### src/ssq_pkg.sv
package ssq_pkg;

  // Queue geometry
  localparam int QUEUE_DEPTH = 16;
  localparam int CNT_W       = 5;
  localparam int ID_W        = 16;
  localparam int TIME_W      = 12;
  localparam int KEY_W       = 13;

  // Operation codes
  localparam logic OP_INSERT = 1'b0;
  localparam logic OP_REMOVE = 1'b1;

  // Status codes
  typedef enum logic [1:0] {
    ST_DONE      = 2'd0,
    ST_FULL      = 2'd1,
    ST_NOT_FOUND = 2'd2
  } status_t;

  // Controller to datapath commands
  typedef struct packed {
    logic load;    // capture the input word
    logic commit;  // update the queue and load the output word
  } ssq_cmd_t;

endpackage

### src/ssq_ctrl.sv
module ssq_ctrl import ssq_pkg::*; (
  input  logic     clk,
  input  logic     rst_n,
  input  logic     in_valid,
  output logic     in_stall,
  output logic     out_valid,
  input  logic     out_stall,
  output ssq_cmd_t cmd
);

  typedef enum logic {
    S_IDLE,
    S_EXEC
  } state_t;

  state_t state_r, state_nxt;
  logic   out_valid_r, out_valid_nxt;
  logic   out_free;

  // Output register can take a new word when empty or being drained
  assign out_free   = !out_valid_r || !out_stall;
  assign in_stall   = (state_r != S_IDLE);
  assign out_valid  = out_valid_r;
  assign cmd.load   = (state_r == S_IDLE) && in_valid;
  assign cmd.commit = (state_r == S_EXEC) && out_free;

  // Next state and output valid
  always_comb begin
    state_nxt     = state_r;
    out_valid_nxt = out_valid_r;
    if (out_valid_r && !out_stall) begin
      out_valid_nxt = 1'b0;
    end
    unique case (state_r)
      S_IDLE: begin
        if (in_valid) begin
          state_nxt = S_EXEC;
        end
      end
      S_EXEC: begin
        if (out_free) begin
          state_nxt     = S_IDLE;
          out_valid_nxt = 1'b1;
        end
      end
      default: state_nxt = S_IDLE;
    endcase
  end

  always_ff @(posedge clk) begin
    if (!rst_n) begin
      state_r     <= S_IDLE;
      out_valid_r <= 1'b0;
    end else begin
      state_r     <= state_nxt;
      out_valid_r <= out_valid_nxt;
    end
  end

endmodule

### src/ssq_datapath.sv
module ssq_datapath import ssq_pkg::*; (
  input  logic                    clk,
  input  logic                    rst_n,
  input  ssq_cmd_t                cmd,
  input  logic                    in_op,
  input  logic [ID_W-1:0]         in_customer_id,
  input  logic [TIME_W-1:0]       in_patience,
  input  logic [TIME_W-1:0]       in_prep_time,
  output logic [1:0]              out_status,
  output logic                    out_head_valid,
  output logic [ID_W-1:0]         out_head_id,
  output logic signed [KEY_W-1:0] out_head_slack,
  output logic [CNT_W-1:0]        out_count
);

  // Captured input word
  logic                    op_r;
  logic [ID_W-1:0]         id_r;
  logic signed [KEY_W-1:0] key_r;

  // Queue cells
  logic [ID_W-1:0]         ids_r   [QUEUE_DEPTH];
  logic signed [KEY_W-1:0] slacks_r[QUEUE_DEPTH];
  logic [ID_W-1:0]         ids_nxt   [QUEUE_DEPTH];
  logic signed [KEY_W-1:0] slacks_nxt[QUEUE_DEPTH];
  logic [CNT_W-1:0]        count_r, count_nxt;

  // Output word
  logic [1:0]              status_r;
  logic                    head_valid_r;
  logic [ID_W-1:0]         head_id_r;
  logic signed [KEY_W-1:0] head_slack_r;
  logic [CNT_W-1:0]        out_count_r;

  logic [QUEUE_DEPTH-1:0] lt;       // held and slack below new key
  logic [QUEUE_DEPTH-1:0] match;    // held and id equal
  logic [QUEUE_DEPTH-1:0] past_hit; // at or after the first match
  logic                   full;
  logic                   found;
  status_t                status;

  // Per-cell compares, all in parallel
  always_comb begin
    for (int i = 0; i < QUEUE_DEPTH; i++) begin
      lt[i]    = (CNT_W'(i) < count_r) && (slacks_r[i] < key_r);
      match[i] = (CNT_W'(i) < count_r) && (ids_r[i] == id_r);
    end
    past_hit[0] = match[0];
    for (int i = 1; i < QUEUE_DEPTH; i++) begin
      past_hit[i] = past_hit[i-1] | match[i];
    end
  end

  assign full  = (count_r == CNT_W'(QUEUE_DEPTH));
  assign found = |match;

  // Shift network for the next cell contents
  always_comb begin
    count_nxt = count_r;
    status    = ST_DONE;
    for (int i = 0; i < QUEUE_DEPTH; i++) begin
      ids_nxt[i]    = ids_r[i];
      slacks_nxt[i] = slacks_r[i];
    end
    if (op_r == OP_INSERT) begin
      if (full) begin
        status = ST_FULL;
      end else begin
        count_nxt = count_r + 1'b1;
        for (int i = 0; i < QUEUE_DEPTH; i++) begin
          if (!lt[i]) begin
            if (i == 0) begin
              ids_nxt[i]    = id_r;
              slacks_nxt[i] = key_r;
            end else if (lt[i-1]) begin
              ids_nxt[i]    = id_r;
              slacks_nxt[i] = key_r;
            end else begin
              ids_nxt[i]    = ids_r[i-1];
              slacks_nxt[i] = slacks_r[i-1];
            end
          end
        end
      end
    end else begin
      if (!found) begin
        status = ST_NOT_FOUND;
      end else begin
        count_nxt = count_r - 1'b1;
        for (int i = 0; i < QUEUE_DEPTH - 1; i++) begin
          if (past_hit[i]) begin
            ids_nxt[i]    = ids_r[i+1];
            slacks_nxt[i] = slacks_r[i+1];
          end
        end
      end
    end
  end

  // Input capture; slack is patience minus prep time
  always_ff @(posedge clk) begin
    if (cmd.load) begin
      op_r  <= in_op;
      id_r  <= in_customer_id;
      key_r <= $signed({1'b0, in_patience}) - $signed({1'b0, in_prep_time});
    end
  end

  // Queue cells and output word
  always_ff @(posedge clk) begin
    if (!rst_n) begin
      count_r <= '0;
    end else if (cmd.commit) begin
      count_r <= count_nxt;
    end
  end

  always_ff @(posedge clk) begin
    if (cmd.commit) begin
      for (int i = 0; i < QUEUE_DEPTH; i++) begin
        ids_r[i]    <= ids_nxt[i];
        slacks_r[i] <= slacks_nxt[i];
      end
      status_r     <= status;
      head_valid_r <= (count_nxt != '0);
      head_id_r    <= (count_nxt != '0) ? ids_nxt[0] : '0;
      head_slack_r <= (count_nxt != '0) ? slacks_nxt[0] : '0;
      out_count_r  <= count_nxt;
    end
  end

  assign out_status     = status_r;
  assign out_head_valid = head_valid_r;
  assign out_head_id    = head_id_r;
  assign out_head_slack = head_slack_r;
  assign out_count      = out_count_r;

endmodule

### src/slack_sorted_priority_queue_unit.sv
// Slack-sorted priority queue of up to 16 entries (id, slack key), where
// slack = patience - prep_time, kept in ascending order of slack.
// Input channel (in_valid/in_stall): one word per operation, insert
// (in_op = 0) or remove by id (in_op = 1). Result channel
// (out_valid/out_stall): one word per operation with status, head entry
// and count as they stand after the operation.
// The result is registered: out_valid rises after the operation commits
// in S_EXEC, which waits while a pending result is stalled. The
// controller takes a word in S_IDLE, then runs the parallel compare and
// shift over all cells in S_EXEC; no new word is taken until it commits.
// The output register holds a finished result, so the next word is taken
// while the result waits; if the receiver still stalls when that second
// operation is ready to commit, it waits and in_stall stays high.
// Reset (rst_n low, synchronous) empties the queue and drops any pending
// result; cell contents are left as they are and never read until written.
module slack_sorted_priority_queue_unit import ssq_pkg::*; (
  input  logic                    clk,
  input  logic                    rst_n,
  input  logic                    in_valid,
  output logic                    in_stall,
  input  logic                    in_op,
  input  logic [ID_W-1:0]         in_customer_id,
  input  logic [TIME_W-1:0]       in_patience,
  input  logic [TIME_W-1:0]       in_prep_time,
  output logic                    out_valid,
  input  logic                    out_stall,
  output logic [1:0]              out_status,
  output logic                    out_head_valid,
  output logic [ID_W-1:0]         out_head_id,
  output logic signed [KEY_W-1:0] out_head_slack,
  output logic [CNT_W-1:0]        out_count
);

  ssq_cmd_t cmd;

  ssq_ctrl u_ctrl (
    .clk       (clk),
    .rst_n     (rst_n),
    .in_valid  (in_valid),
    .in_stall  (in_stall),
    .out_valid (out_valid),
    .out_stall (out_stall),
    .cmd       (cmd)
  );

  ssq_datapath u_datapath (
    .clk            (clk),
    .rst_n          (rst_n),
    .cmd            (cmd),
    .in_op          (in_op),
    .in_customer_id (in_customer_id),
    .in_patience    (in_patience),
    .in_prep_time   (in_prep_time),
    .out_status     (out_status),
    .out_head_valid (out_head_valid),
    .out_head_id    (out_head_id),
    .out_head_slack (out_head_slack),
    .out_count      (out_count)
  );

endmodule
### config.mk
export PLATFORM = sky130hd
export DESIGN_NAME = slack_sorted_priority_queue_unit
export DESIGN_NICKNAME = d
export VERILOG_FILES = /design/src/ssq_pkg.sv /design/src/ssq_ctrl.sv /design/src/ssq_datapath.sv /design/src/slack_sorted_priority_queue_unit.sv
export SDC_FILE = /design/constraint.sdc
export NUM_CORES = 2
export LEC_CHECK = 0
export BUFFER_PORTS_ARGS = -buffer_cell sky130_fd_sc_hd__buf_2
export CAP_MARGIN = 10
export CORE_ASPECT_RATIO = 0.9
export CORE_MARGIN = 2
export CORE_UTILIZATION = 43
export CTS_BUF_LIST = sky130_fd_sc_hd__clkbuf_16
export CTS_CLUSTER_SIZE = 24
export DETAILED_ROUTE_END_ITERATION = 10
export MAX_ROUTING_LAYER = met4
export SYNTH_ARGS = -nofsm -noshare
export SYNTH_HDL_FRONTEND = slang
export SYNTH_HIERARCHICAL = 1
export SYNTH_SLANG_ARGS = --single-unit
### constraint.sdc
create_clock -name clk -period 11.6 [get_ports clk]
set_input_delay 0.58 -clock clk [delete_from_list [all_inputs] [get_ports clk]]
set_output_delay 0.58 -clock clk [all_outputs]
set_load 0.01 [all_outputs]
==> results by group <==
Run status
  • Status: finished clean

Yosys
  • Yosys warns: 6
  • Seq/Total Area, Yosys: 46.4%
  • Synth Cell Area: 34,600 µm²
  • Netlist cell types: 81
  • Mapped Cells: 3,226
  • Area fraction of the dominant cell type after synthesis: 46.0%
  • Post-synth EDFFs: 531
  • Dominant cell type by area after synthesis: edfxtp_1
  • Synth area leaders: edfxtp_1, mux2i_1, ha_1
  • Mapped Nets: 3,480
  • Top_reg_cell synth: edfxtp_1
  • Avg Inst Size Synth: 10.7 µm²
  • Yosys reg bits: 538
  • Async S/R FF share, synth: 0%

Power
  • PnR Total Power: 4.85 mW
  • Static leakage: 14.9 nW
  • Comb pwr share: 12.0%
  • PD cells: 128 nW/µm²
  • Sequential power share: 46.2%
  • Clock power share: 41.8%
  • Sw frac: 25.3%
  • Sw Pwr: 1.23 mW
  • Internal: 3.62 mW
  • Peak VDD IR: 0.117 mV

Clock network
  • CTS buffer count: 60
  • Clock Path Buffers: 3
  • Root buffer cell: clkbuf_16
  • Clk Latency, worst-skew pair: 0.64 ns
  • Resize count post-CTS: 0
  • CTS tree: done
  • Hold-fix buffers at CTS: 0
  • H-tree depth: 2
  • Post-CTS Setup Inserts: 0
  • Reg clk slew, reported paths: 0.06 ns
  • Sink Count: 538

Global routing
  • GRT overflow: 0
  • Overall routing resource usage: 22.9%
  • Largest net degree at the start of global routing: 225
  • Vias in the first global route: 24,876
  • First-pass GRT wire length: 146 mm
  • Initial antenna violation count: 1

Critical path
  • Critical path buffers and inverters: 1
  • Worst path max stage delay: 0.80 ns
  • Setup crit end kind: flip-flop
  • CP Data Arrival Time: 5.45 ns
  • Worst Setup SP: u_datapath/count_r[2]$_SDFFE_PN0P_
  • CP top delay family: simple AND/OR/NAND/NOR gates
  • WS Path Type: flip-flop to flip-flop
  • Critical-path top delay cell: and2_4
  • Reg2reg start: u_datapath/count_r[2]$_SDFFE_PN0P_
  • Cell Chain, Critical Path: nand2_1 -> nor2_1 -> nor2_1 -> o32ai_2 -> nor4_4 -> nand4_2 -> and2_4 -> a31o_2 -> xor2_2 -> nor3_4 -> buf_4 -> nor2_2
  • CP max FO: 80
  • CP Launch Type: flip-flop
  • Critical path's most frequent cell: nor2_1
  • Critical Path RT: 11.97 ns

Placement
  • GPL Wtd Cong: 0.910
  • Placed cell areas: 35,700 µm²
  • HPWL after detailed placement: 64.9 mm
  • Number of port buffers: 83

Timing
  • Final Hold Viols: 0
  • Slew headroom: 17.8%
  • Final hold slack: 0.116 ns
  • Tcrit/Tclk final: 43.8%
  • Final TNS setup: 0 ns
  • Layout Skew: 0.0216 ns
  • RSZ-0062 raised after global routing: no
  • Final setup viols: 0
  • Fmax: 197 MHz
  • Minimum clock period: 5.08 ns
  • Slew Limit Fails: 0
  • Tightest Pin Transition: 1.23 ns

Detailed routing
  • Vias per cell: 5.80
  • DRC: 0
  • Drt pass-1 iters: 6
  • Iter 0 DRT Violations: 2,492
  • WL/cell: 21.8 µm
  • DRT antenna net count: 0
  • Final WL: 93.6 mm
  • Via count: 24,875

Finish
  • Post-route cell area: 37,800 µm²
  • Most common cell after layout, fill and taps aside: edfxtp_1
  • Layout Utilization: 47.5%
  • Area growth syn-to-layout: 9.12%
  • Commonest cells after routing, fill and taps aside: edfxtp_1, nand2_1, o21ai_0
  • Post-layout nets: 3,446
  • Share of cells above drive strength 1: 10.3%

Floorplan
  • Die area: 82,800 µm²
  • # IOs: 84
  • Row count: 98
  • Die Y: 273 µm
  • Starting Density: 43.5%
  • Core area: 79,600 µm²
  • Chip Width: 303 µm

Worst hold path
  • Kind of path behind the tightest hold check: input port to flip-flop
  • Beginning of the worst hold path: in_customer_id[7]

Flow run
  • Maxcap violations: 0
[final cells by class]
cell class / count / area [µm²]
fillers: 7279 / 41800
multi-input cells: 2393 / 17200
flip-flops and latches: 538 / 16100
clock buffers: 61 / 1530
well taps: 1050 / 1310
repair buffers: 149 / 923
clock inverters: 47 / 526
inverters: 50 / 188
diodes: 1 / 2.50
[power by group through the flow]
stage	combinational (mW)	sequential (mW)	clock (mW)
finish	0.581	2.24	2.03
floorplan	0.400	2.28	0
detailed placement	0.576	2.28	0
global route	0.643	2.25	2.14
CTS	0.578	2.24	2.06
global placement	0.557	2.28	0
[per-layer routing]
layer,vias up,GRT usage (%),wire (µm)
met2,960,33.6,40900
met5,-,-,0
met3,158,2.52,6100
met4,0,7.57,2830
met1,12033,32.8,43800
li1,11724,-,-
[kinds of logic (layout without fill, tap and decap cells)]
family          Yosys count  count (layout)  share of synthesized area, %
buf+inv                 295             307                          4.37
xor+xnor                267             267                          6.77
compound gates          711             711                          12.1
fa+ha+maj               209             209                          7.57
mux                     419             419                          12.3
flops                   538             538                          46.4
simple gates            787             787                          10.5
other cells               0               1                             0
[cells in the mapped netlist, types with 28 or more instances]
| cell | number |
|---|---|
| xnor2_1 | 45 |
| nor2b_1 | 30 |
| inv_1 | 49 |
| o21ai_0 | 394 |
| buf_2 | 75 |
| mux2i_1 | 377 |
| o21ai_1 | 61 |
| a21oi_1 | 82 |
| nor3_1 | 31 |
| a21o_1 | 58 |
| edfxtp_1 | 531 |
| xor2_1 | 221 |
| buf_6 | 28 |
| nand2_1 | 456 |
| nor4_1 | 54 |
| ha_1 | 208 |
| clkbuf_1 | 119 |
| nand2b_1 | 30 |
| nor2_1 | 74 |
[worst paths after layout]
path                                                  to  slack (ns)  cells after the start
max          u_datapath/out_head_slack[12]$_SDFFCE_PN0P_        6.52                     12
min                         u_datapath/id_r[7]$_DFFE_PP_        0.12                      1
max reg2reg  u_datapath/out_head_slack[12]$_SDFFCE_PN0P_        6.52                     12
min reg2reg         u_datapath/slacks_r[1][78]$_DFFE_PP_        0.57                      2
[through the flow]
step	setup WS [ns]	cells
2_1_floorplan	2.93	3226
3_3_place_gp	6.79	4180
3_5_place_dp	6.67	4180
4_1_cts	6.64	4288
5_1_grt	6.34	4289
6_report	6.52	4289
[state kept, by name (all words and copies together) (netlist names)]
name and cells:
u_datapath/ids_r 256, u_datapath/out_head_valid 1, u_datapath/out_status 2, u_datapath/id_r 16, u_datapath/out_count 5, u_ctrl/out_valid 1, u_datapath/key_r 13, u_datapath/count_r 5
u_datapath/out_head_slack 13, u_datapath/op_r 1, u_ctrl/in_stall 1, u_datapath/slacks_r 208, u_datapath/out_head_id 16
[worst reg2reg max path: cells and delay by family, from the launching register on]
family	cells	cell delay, ns
AOI/OAI and AO/OA	2	0.90
xor gates and xnor gates	1	0.20
buffers and inverters	1	0.34
DFF	1	0.68
and+or+nand+nor	8	2.70
Power figures use the tool's default switching activity.
